**config.mk**
```make
export PLATFORM = sky130hd
export DESIGN_NAME = modular_exponentiation
export DESIGN_NICKNAME = d
export VERILOG_FILES = /design/src/me_pkg.sv /design/src/modular_exponentiation.sv /design/src/me_modmul.sv
export VERILOG_INCLUDE_DIRS = /design/src /design/src/src
export SDC_FILE = /design/constraint.sdc
export NUM_CORES = 1
export LEC_CHECK = 0
export BUFFER_PORTS_ARGS = -buffer_cell sky130_fd_sc_hd__buf_2
export CAP_MARGIN = 5
export CORE_MARGIN = 2
export CORE_UTILIZATION = 50
export DETAILED_ROUTE_END_ITERATION = 7
export GPL_TIMING_DRIVEN = 0
export PLACE_DENSITY = 0.71
export SYNTH_ARGS = -nofsm -noshare
export SYNTH_HDL_FRONTEND = slang
export SYNTH_SLANG_ARGS = --single-unit
```
**constraint.sdc**
```tcl
create_clock -name clk -period 7.1 [get_ports clk]
set_input_delay 1.775 -clock clk [delete_from_list [all_inputs] [get_ports clk]]
set_output_delay 1.775 -clock clk [all_outputs]
set_load 0.03 [all_outputs]
```
**src/assert_macros.svh**
```systemverilog
// Assertion helpers shared by the RTL.
`ifndef ASSERT_MACROS_SVH
`define ASSERT_MACROS_SVH

// Property checked on every rising edge, skipped while reset is asserted.
`define AM_ASSERT(label, clk, rst_n, prop) \
	label: assert property (@(posedge clk) disable iff (!rst_n) prop) \
		else $error("assertion failed");

// Condition that must never hold outside reset.
`define AM_NEVER(label, clk, rst_n, cond) \
	label: assert property (@(posedge clk) disable iff (!rst_n) !(cond)) \
		else $error("forbidden condition seen");

`endif

```
**src/me_pkg.sv**
```systemverilog
`default_nettype none

package me_pkg;

	localparam int OPERAND_BITS_DEF  = 32;
	localparam int EXPONENT_BITS_DEF = 40;

	typedef enum logic {
		MM_REDUCE,
		MM_MUL
	} mm_op_t;

	typedef struct packed {
		logic   start;
		mm_op_t op;
	} mm_cmd_t;

	typedef enum logic [2:0] {
		ST_IDLE,
		ST_BASE_RUN,
		ST_SQ_ISSUE,
		ST_SQ_RUN,
		ST_MUL_ISSUE,
		ST_MUL_RUN,
		ST_WRITE
	} me_state_t;

endpackage

`default_nettype wire

```
**src/modular_exponentiation.sv**
```systemverilog
// Sequence: the base is reduced mod the modulus, then for each of the E exponent bits, from the
// top, the accumulator is squared and, where the bit is one, multiplied by the reduced base;
// W = OPERAND_BITS, E = EXPONENT_BITS. A zero modulus skips straight to the write. The block
// holds one transaction at a time, each square or multiply run by the bit-serial modular unit
// through its issue and run states; the next input is taken once the sequencer is back in idle.
// Reset: arst_n clears the sequencer and the output valid; no result is pending after reset.
`default_nettype none
`include "assert_macros.svh"

module modular_exponentiation #(
	parameter int OPERAND_BITS  = me_pkg::OPERAND_BITS_DEF,
	parameter int EXPONENT_BITS = me_pkg::EXPONENT_BITS_DEF
) (
	input  wire logic                     clk,
	input  wire logic                     arst_n,
	input  wire logic                     in_valid,
	output logic                          in_stall,
	input  wire logic [OPERAND_BITS-1:0]  base,
	input  wire logic [EXPONENT_BITS-1:0] exponent,
	input  wire logic [OPERAND_BITS-1:0]  modulus,
	output logic                          out_valid,
	input  wire logic                     out_stall,
	output logic [OPERAND_BITS-1:0]       power_residue
);

	localparam int BW = $clog2(EXPONENT_BITS + 1);

	me_pkg::me_state_t        state_q;
	me_pkg::me_state_t        state_d;
	logic [BW-1:0]            bits_q;
	logic [EXPONENT_BITS-1:0] exp_q;
	logic [OPERAND_BITS-1:0]  acc_q;
	logic [OPERAND_BITS-1:0]  base_q;
	logic [OPERAND_BITS-1:0]  mod_q;
	logic [OPERAND_BITS-1:0]  res_q;
	logic                     outv_q;

	me_pkg::mm_cmd_t          cmd;
	logic [OPERAND_BITS-1:0]  unit_x;
	logic [OPERAND_BITS-1:0]  unit_y;
	logic [OPERAND_BITS-1:0]  unit_m;
	logic                     unit_done;
	logic [OPERAND_BITS-1:0]  unit_res;

	logic                     accept;
	logic                     slot_free;
	logic                     exp_top;
	logic                     last_bit;

	assign in_stall  = (state_q != me_pkg::ST_IDLE);
	assign accept    = in_valid && !in_stall;
	assign slot_free = !outv_q || !out_stall;
	assign exp_top   = exp_q[EXPONENT_BITS-1];
	assign last_bit  = (bits_q == BW'(1));

	me_modmul #(
		.W(OPERAND_BITS)
	) u_modmul (
		.clk   (clk),
		.arst_n(arst_n),
		.cmd   (cmd),
		.x     (unit_x),
		.y     (unit_y),
		.m     (unit_m),
		.done  (unit_done),
		.result(unit_res)
	);

	always_comb begin
		state_d = state_q;
		unique case (state_q)
			me_pkg::ST_IDLE: begin
				if (accept) begin
					state_d = (modulus == '0) ? me_pkg::ST_WRITE : me_pkg::ST_BASE_RUN;
				end
			end
			me_pkg::ST_BASE_RUN: begin
				if (unit_done) begin
					state_d = me_pkg::ST_SQ_ISSUE;
				end
			end
			me_pkg::ST_SQ_ISSUE:  state_d = me_pkg::ST_SQ_RUN;
			me_pkg::ST_SQ_RUN: begin
				if (unit_done) begin
					if (exp_top) begin
						state_d = me_pkg::ST_MUL_ISSUE;
					end else begin
						state_d = last_bit ? me_pkg::ST_WRITE : me_pkg::ST_SQ_ISSUE;
					end
				end
			end
			me_pkg::ST_MUL_ISSUE: state_d = me_pkg::ST_MUL_RUN;
			me_pkg::ST_MUL_RUN: begin
				if (unit_done) begin
					state_d = last_bit ? me_pkg::ST_WRITE : me_pkg::ST_SQ_ISSUE;
				end
			end
			me_pkg::ST_WRITE: begin
				if (slot_free) begin
					state_d = me_pkg::ST_IDLE;
				end
			end
			default: state_d = me_pkg::ST_IDLE;
		endcase
	end

	always_comb begin
		cmd.start = 1'b0;
		cmd.op    = me_pkg::MM_MUL;
		unit_x    = acc_q;
		unit_y    = base_q;
		unit_m    = mod_q;
		unique case (state_q)
			me_pkg::ST_IDLE: begin
				// reduce the incoming base; a zero modulus skips the unit
				cmd.start = accept && (modulus != '0);
				cmd.op    = me_pkg::MM_REDUCE;
				unit_x    = '0;
				unit_y    = base;
				unit_m    = modulus;
			end
			me_pkg::ST_SQ_ISSUE: begin
				cmd.start = 1'b1;
				unit_y    = acc_q;
			end
			me_pkg::ST_MUL_ISSUE: begin
				cmd.start = 1'b1;
			end
			default: begin
				cmd.start = 1'b0;
			end
		endcase
	end

	always_ff @(posedge clk or negedge arst_n) begin
		if (!arst_n) begin
			state_q <= me_pkg::ST_IDLE;
			outv_q  <= 1'b0;
			bits_q  <= '0;
		end else begin
			state_q <= state_d;
			if (state_q == me_pkg::ST_WRITE && slot_free) begin
				outv_q <= 1'b1;
			end else if (!out_stall) begin
				outv_q <= 1'b0;
			end
			if (accept) begin
				bits_q <= BW'(EXPONENT_BITS);
			end else if (unit_done && ((state_q == me_pkg::ST_SQ_RUN && !exp_top) ||
					state_q == me_pkg::ST_MUL_RUN)) begin
				bits_q <= bits_q - BW'(1);
			end
		end
	end

	always_ff @(posedge clk) begin
		if (accept) begin
			mod_q <= modulus;
			exp_q <= exponent;
			acc_q <= (modulus == '0 || modulus == OPERAND_BITS'(1)) ? '0 : OPERAND_BITS'(1);
		end
		if (state_q == me_pkg::ST_BASE_RUN && unit_done) begin
			base_q <= unit_res;
		end
		if (unit_done && (state_q == me_pkg::ST_SQ_RUN || state_q == me_pkg::ST_MUL_RUN)) begin
			acc_q <= unit_res;
			// drop the scanned exponent bit once its multiply, if any, is done
			if (state_q == me_pkg::ST_MUL_RUN || !exp_top) begin
				exp_q <= {exp_q[EXPONENT_BITS-2:0], 1'b0};
			end
		end
		if (state_q == me_pkg::ST_WRITE && slot_free) begin
			res_q <= acc_q;
		end
	end

	assign out_valid     = outv_q;
	assign power_residue = res_q;

	`AM_NEVER(a_bits_live, clk, arst_n,
		(state_q == me_pkg::ST_SQ_ISSUE || state_q == me_pkg::ST_MUL_ISSUE) && bits_q == '0)
	`AM_ASSERT(a_acc_range, clk, arst_n, (state_q == me_pkg::ST_SQ_ISSUE) |-> acc_q < mod_q)

endmodule

`default_nettype wire

```
**src/me_modmul.sv**
```systemverilog
`default_nettype none
`include "assert_macros.svh"

// Bit-serial modular unit: one add and conditional subtract per cycle.
// MM_MUL:    result = x * y mod m, doubling and adding on alternate cycles.
// MM_REDUCE: result = y mod m, shifting y in one bit per cycle.
module me_modmul #(
	parameter int W = me_pkg::OPERAND_BITS_DEF
) (
	input  wire logic           clk,
	input  wire logic           arst_n,
	input  wire me_pkg::mm_cmd_t cmd,
	input  wire logic [W-1:0]   x,
	input  wire logic [W-1:0]   y,
	input  wire logic [W-1:0]   m,
	output logic                done,
	output logic [W-1:0]        result
);

	localparam int CW = $clog2(2 * W + 1);

	logic            busy_q;
	logic            done_q;
	logic            phase_q;
	me_pkg::mm_op_t  op_q;
	logic [CW-1:0]   cnt_q;
	logic [W-1:0]    r_q;
	logic [W-1:0]    x_q;
	logic [W-1:0]    y_q;
	logic [W-1:0]    m_q;

	logic            ybit;
	logic            is_add;
	logic [W-1:0]    addend;
	logic            cin;
	logic [W:0]      sum;
	logic [W:0]      diff;
	logic [W-1:0]    r_next;
	logic            last;

	always_comb begin
		ybit   = y_q[W-1];
		is_add = (op_q == me_pkg::MM_MUL) && phase_q;
		if (is_add) begin
			addend = ybit ? x_q : '0;
			cin    = 1'b0;
		end else begin
			addend = r_q;
			cin    = (op_q == me_pkg::MM_REDUCE) ? ybit : 1'b0;
		end
		sum    = {1'b0, r_q} + {1'b0, addend} + {{W{1'b0}}, cin};
		diff   = sum - {1'b0, m_q};
		r_next = (sum >= {1'b0, m_q}) ? diff[W-1:0] : sum[W-1:0];
		last   = (cnt_q == CW'(1));
	end

	always_ff @(posedge clk or negedge arst_n) begin
		if (!arst_n) begin
			busy_q  <= 1'b0;
			done_q  <= 1'b0;
			phase_q <= 1'b0;
			op_q    <= me_pkg::MM_REDUCE;
			cnt_q   <= '0;
		end else if (cmd.start) begin
			busy_q  <= 1'b1;
			done_q  <= 1'b0;
			phase_q <= 1'b0;
			op_q    <= cmd.op;
			cnt_q   <= (cmd.op == me_pkg::MM_MUL) ? CW'(2 * W) : CW'(W);
		end else if (busy_q) begin
			cnt_q   <= cnt_q - CW'(1);
			phase_q <= (op_q == me_pkg::MM_MUL) ? !phase_q : 1'b0;
			busy_q  <= !last;
			done_q  <= last;
		end else begin
			done_q  <= 1'b0;
		end
	end

	always_ff @(posedge clk) begin
		if (cmd.start) begin
			r_q <= '0;
			x_q <= x;
			y_q <= y;
			m_q <= m;
		end else if (busy_q) begin
			r_q <= r_next;
			// advance the scanned operand once its bit is consumed
			if (op_q == me_pkg::MM_REDUCE || phase_q) begin
				y_q <= {y_q[W-2:0], 1'b0};
			end
		end
	end

	assign done   = done_q;
	assign result = r_q;

	`AM_ASSERT(a_no_restart, clk, arst_n, cmd.start |-> !busy_q)
	`AM_ASSERT(a_result_reduced, clk, arst_n, (done_q && m_q != '0) |-> r_q < m_q)
	`AM_ASSERT(a_done_pulse, clk, arst_n, done_q |=> !done_q)

endmodule

`default_nettype wire

```
==> results of run 1 <==
Yosys cell counts, types with 22 or more instances:
cell type    n
clkbuf_1    66
and2_1      68
xnor2_1     42
mux2i_1     53
nand2_1    269
nor2_1     101
a21o_1      23
dfxtp_1     72
edfxtp_1   224
a211oi_1    22
mux2_2      34
ha_1        67
o21ai_0    140
a21oi_1     94
inv_1       60
a31oi_1     46
logic make-up after synthesis:
family | Yosys count | synth area share, %
adder cells (fa/ha/maj) | 70 | 5.35
buffers and inverters | 156 | 3.86
XOR/XNOR | 62 | 3.23
AO/OA/AOI/OAI | 415 | 14.8
flip-flops | 317 | 51.8
AND/OR/NAND/NOR | 561 | 15.5
multiplexers | 87 | 5.44
through the flow:
step / instance area [um2] / power (mW) / hold WS, ns / std cells
floorplan: 16800 / 2.00 / 0.441 / 1668
global placement: 18100 / 2.04 / 0.455 / 2257
detailed placement: 18200 / 2.04 / 0.454 / 2264
CTS: 19400 / 3.87 / 0.470 / 2325
global route: 19400 / 3.95 / 0.488 / 2325
finish: 19400 / 3.85 / 0.466 / 2326
registers in the layout, indices dropped and copies added (netlist names):
name and flops:
acc_q 32, base_q 32, bits_q 6, exp_q 40
mod_q 32, out_valid 1, power_residue 32, state_q 3
u_modmul.busy_q 1, u_modmul.cnt_q 7, u_modmul.done 1, u_modmul.m_q 32
u_modmul.op_q 1, u_modmul.phase_q 1, u_modmul.result 32, u_modmul.x_q 32
u_modmul.y_q 32
power by group:
part                  switching [mW]  internal (mW)  total [mW]  leakage (nW)
sequential     0.0000000000000000357           1.96        1.96          2.60
clock                          0.734           1.11        1.85         0.557
combinational                 0.0186         0.0221      0.0407          4.46
total                          0.752           3.10        3.85          7.62
worst max-delay path: stages (launching register included):
cell,delay [ns]
dfrtp_1,0.39
nand2_1,0.26
clkbuf_1,0.28
nand2_1,0.10
o21ai_0,0.14
fa_1,0.49
fa_1,0.45
a211oi_1,0.36
nor4_2,0.14
nor4_4,0.36
o21ai_2,0.18
a221o_1,0.32
a21oi_1,0.17
xnor2_1,0.20
ha_1,0.36
a21o_1,0.20
a211o_1,0.31
a221oi_1,0.35
nand2_1,0.11
a211oi_2,0.30
nand3_4,0.27
buf_4,0.29
o311ai_1,0.31
a21oi_1,0.07
routing by layer:
| metal | vias to the layer above | track usage (%) | part of all wire (%) |
|---|---|---|---|
| met5 | - | 0 | 0.063 |
| met4 | 4 | 8.06 | 3.0 |
| met3 | 74 | 4.02 | 6.9 |
| met2 | 446 | 39.1 | 45 |
| met1 | 6045 | 34.0 | 45 |
| li1 | 6378 | - | - |
how the worst max path moves through the flow:
stage               cells past startpoint                          endpoint  slack (ns)                          from
floorplan                              23  u_modmul.result[13]$_SDFFE_PP0P_        1.81  u_modmul.phase_q$_DFFE_PN0P_
detailed placement                     23  u_modmul.result[31]$_SDFFE_PP0P_        0.71  u_modmul.phase_q$_DFFE_PN0P_
CTS                                    23  u_modmul.result[31]$_SDFFE_PP0P_        0.67  u_modmul.phase_q$_DFFE_PN0P_
finish                                 23  u_modmul.result[31]$_SDFFE_PP0P_        0.57  u_modmul.phase_q$_DFFE_PN0P_
global placement                       23  u_modmul.result[31]$_SDFFE_PP0P_        0.70  u_modmul.phase_q$_DFFE_PN0P_
global route                           25  u_modmul.result[24]$_SDFFE_PP0P_        0.05  u_modmul.phase_q$_DFFE_PN0P_
layout make-up:
class,instances,area (um2),share of cell area (%)
buffer,94,419,2.16
clock inverter,17,225,1.16
clock buffer,44,931,4.80
tap,448,561,2.89
multi-input combinational,1195,7480,38.6
antenna,1,2.50,0.0129
inverter,62,233,1.20
timing repair buffer,148,858,4.42
sequential,317,8690,44.8
==> metrics.txt, run 1 <==
leakage 7.62 nW; CTS tree done; Place WS 0.708 ns; worst reg2reg endpoint u_modmul.result[31]$_SDFFE_PP0P_; critical path data arrival time 6.92 ns; Max VDD drop 0.000142 V; Worst-path clk slew approximately 0.060 ns; Area Growth Syn to Fin 15.5%; worst rel slew slack 30.6%; sequential area share after synthesis 51.8%; Worst Path Class, Setup reg2reg; Worst setup EP type flip-flop; largest net degree at the start of global routing 44; CTS sink count 317; hold crit path type reg2reg; CTS Buf Count 35; Max-cap violations 0; most frequent cells in the layout nand2_1 (269), edfxtp_1 (224), buf_2 (150); Worst Hold Launch acc_q[2]$_SDFFCE_PN0P_; syn_nets 1846; critical path fanouts, max 10; worst r2r src u_modmul.phase_q$_DFFE_PN0P_; Remaining DRCs 0; antenna violations before repair 3; Synth top area share 40.0%; Ys Warns 0; initial drt markers about 850; port buffer count 141; fmax approximately 150 MHz; Worst-Skew Late Latency approximately 0.52 ns; final max-slew violation count 0; setup bufs post-CTS 0; Post-synth ARST share between 6 and 7%; minimum clock period 6.53 ns; Die Ht 187 um; Hold EP power_residue[2]$_DFFE_PP_; commonest non-fill, non-tap cell in the layout nand2_1; TNS Setup 0 ns; Synth cell types 75; Power Dens Cells 198 mW/mm2; all-layer global routing usage 24.5%; RePlAce Congestion 0.921; biggest area consumer among synthesized cells edfxtp_1; vias per cell 5.57; synth top area cells edfxtp_1 (40%), dfxtp_1 (8.6%), nand2_1 (6.0%); outcome complete, no violations; Post-Route Utilization 58.3%; vias in the first global route 12649; clk buf depth 3; Crit path required time roughly 7.5 ns; final hold violations 0; Worst Skew between 0.01 and 0.015 ns; CORE AREA 0.0333 mm2; Final WS setup ~0.57 ns; first-pass GRT wire length ~68000 um; final net count 2031; drt first pass iters 5; H-tree Lvls 2; post-CTS sizing 0; syn avg cell area 10.1 um2; R2R setup slack between 0.5 and 0.6 ns; unrepaired setup endpoints after global routing no; number of synthesized register bits 317; Starting Density 50.5%; I/O pin total 142; proportion of layout cells with a drive suffix above 1 about 15%; die area 0.0351 mm2; Synth Flop Type edfxtp_1; Setup violations, final 0; R2R cell count 23; FP Rows 67; cell area after synthesis 0.0168 mm2; Post-DP HPWL roughly 32000 um; clock root buffer clkbuf_16; Filler cells 2886; Hold Crit Depth 0; period utilization 91.9%; total number of vias 12947; final WL 42600 um; startpoint types flip-flop; worst slew pin tran approximately 1.0 ns; CTS Hold Buffers Added 0; drt wl/cell 18.3 um; EDFF count, synth between 200 and 250; global route total overflow 0; ANT nets after route 0; Gate Count Post-Synth 1668; Die X 187 um
(Power assumes the default switching activity.)
==> inputs of run 2 (changes only) <==
--- a/config.mk
+++ b/config.mk
@@ -9,10 +9,10 @@
 export BUFFER_PORTS_ARGS = -buffer_cell sky130_fd_sc_hd__buf_2
 export CAP_MARGIN = 5
 export CORE_MARGIN = 2
-export CORE_UTILIZATION = 50
+export CORE_UTILIZATION = 24
 export DETAILED_ROUTE_END_ITERATION = 7
 export GPL_TIMING_DRIVEN = 0
-export PLACE_DENSITY = 0.71
+export PLACE_DENSITY = 0.41
 export SYNTH_ARGS = -nofsm -noshare
 export SYNTH_HDL_FRONTEND = slang
 export SYNTH_SLANG_ARGS = --single-unit
==> metrics.txt, run 2 (synthesis results as in run 1) <==
Worst Path Class, Setup reg2reg; Starting Density 24.4%; R2R cell count 24; minimum clock period 6.51 ns; Die Ht 269 um; Crit path required time 7.56 ns; Final WS setup between 0.5 and 0.6 ns; Remaining DRCs 0; Setup violations, final 0; period utilization 91.7%; Reg with most FFs exp_q; crit-path most repeated cell nand2_1; proportion of layout cells with a drive suffix above 1 between 10% and 20%; Worst Hold Launch exp_q[0]$_DFF_P_; Filler cells about 7300; fmax around 150 MHz; outcome complete, no violations; hold_ws 0.467 ns; Die X about 270 um; CTS Buf Count 41; largest net degree at the start of global routing around 40; commonest non-fill, non-tap cell in the layout nand2_1; vias per cell 4.52; worst r2r src u_modmul.phase_q$_DFFE_PN0P_; startpoint types flip-flop; flip-flop and latch area approximately 0.0087 mm2; CTS tree done; CP cell instances nand2_1 -> clkbuf_1 -> nand2_1 -> o21ai_0 -> fa_1 -> fa_1 -> a211oi_2 -> nor4_2 -> nor4_4 -> o21ai_2 -> a221o_1 -> a21oi_1 -> xnor2_1 -> ha_1 -> a21o_1 -> a211o_1 -> a221oi_1 -> nand2_1 -> a211oi_2 -> nand3_4 -> buf_4 -> nor2_1 -> a22oi_1 -> a21oi_1; final hold violations 0; drt wl/cell approximately 18 um; crit path buf inv count 2; global route total overflow 0; CP max stage delay 0.51 ns; worst slew pin tran 1.12 ns; Hold EP exp_q[0]$_DFF_P_; Max stage delay cell, worst path fa_1; final WL between 50000 and 60000 um; Area Growth Syn to Fin 19.9%; leakage 7.68 nW; hold crit path type reg2reg; Power Dens Cells 198 mW/mm2; H-tree Lvls 2; CP top delay family compound AO/OA/AOI/OAI gates; area of the multi-input gates 0.00749 mm2; max reg flops 40; antenna violations before repair 15; critical path data arrival time 6.97 ns; clk buf depth 3; total power 3.99 mW; FP Rows 96; final net count 2037; clock root buffer clkbuf_16; TNS Setup 0 ns; drt first pass iters 5; all-layer global routing usage approximately 14%; Hold Crit Depth 2; Place WS 0.397 ns; I/O pin total 142; CORE AREA 0.0689 mm2; total number of vias between 10000 and 15000; RePlAce Congestion 0.841; vias in the first global route 13265; initial drt markers 695; ANT nets after route 0; critical path fanouts, max 10; Worst Skew roughly 0.046 ns; worst rel slew slack 24.9%; Worst setup EP type flip-flop; Post-DP HPWL 39200 um; port buffer count 141; CTS Hold Buffers Added 0; die area between 0.07 and 0.08 mm2; Max-cap violations 0; Max VDD drop 0.000148 V; unrepaired setup endpoints after global routing no; R2R setup slack 0.59 ns; final max-slew violation count 0; most frequent cells in the layout nand2_1 (268), edfxtp_1 (224), buf_2 (150); CTS sink count 317; first-pass GRT wire length a little under 80000 um; worst reg2reg endpoint u_modmul.result[28]$_SDFFE_PP0P_; post-CTS sizing 0; Worst-path clk slew 0.06 ns; Worst-Skew Late Latency 0.58 ns; Worst setup startpoint u_modmul.phase_q$_DFFE_PN0P_; setup bufs post-CTS 0
run 2: cell count changes in the layout (fill, tap and decap cells not counted), moves of 3 or more:
cell / change
clkbuf_16: +6
diode_2: +4
clkinv_4: +3
clkinv_1: +3
clkinv_2: +5
bufinv_16: -4
run 2: final cells by class:
class | instances | share of cell area, %
buffer | 94 | 2.08
inverter | 62 | 1.16
timing repair buffer | 148 | 4.20
clock inverter | 26 | 0.969
antenna | 5 | 0.0621
sequential | 317 | 43.2
multi-input combinational | 1195 | 37.2
clock buffer | 50 | 5.42
tap | 931 | 5.78
run 2: routing by layer:
| layer | vias up | GRT usage [%] | part of all wire (%) |
|---|---|---|---|
| met5 | - | 0 | 0.30 |
| met4 | 24 | 4.85 | 3.1 |
| met3 | 102 | 3.40 | 6.2 |
| met2 | 304 | 22.7 | 45 |
| met1 | 5934 | 18.5 | 46 |
| li1 | 6411 | - | - |
run 2: worst reg2reg max path: stages, from the launching register on:
cell and delay, ns:
dfrtp_1 0.38, nand2_1 0.28, clkbuf_1 0.29, nand2_1 0.10, o21ai_0 0.15, fa_1 0.51, fa_1 0.46, a211oi_2 0.30
nor4_2 0.12, nor4_4 0.36, o21ai_2 0.19, a221o_1 0.32, a21oi_1 0.18, xnor2_1 0.20, ha_1 0.37, a21o_1 0.21
a211o_1 0.31, a221oi_1 0.33, nand2_1 0.11, a211oi_2 0.31, nand3_4 0.26, buf_4 0.27, nor2_1 0.10, a22oi_1 0.07
a21oi_1 0.21
run 2: how the worst max path moves through the flow:
stage	end	cells after the start
after floorplan	u_modmul.result[13]$_SDFFE_PP0P_	23
after global placement	u_modmul.result[28]$_SDFFE_PP0P_	24
after detailed placement	u_modmul.result[28]$_SDFFE_PP0P_	24
after CTS	u_modmul.result[28]$_SDFFE_PP0P_	24
after global routing	u_modmul.result[31]$_SDFFE_PP0P_	23
final	u_modmul.result[28]$_SDFFE_PP0P_	24
run 2: where the power goes:
group	switching (mW)	internal, mW	total, mW	leakage (nW)
Sequential	0.0000000000000000331	1.96	1.96	2.60
Combinational	0.0203	0.0222	0.0424	4.45
Clock	0.849	1.14	1.99	0.627
Total	0.869	3.12	3.99	7.68
run 2: through the flow:
stage	util, %	instance area, um2	instances
after floorplan	-	16800	1668
after global placement	27.1	18700	2740
after detailed placement	27.3	18800	2747
after CTS	29.2	20100	2823
after global routing	29.2	20100	2824
final	29.2	20100	2828
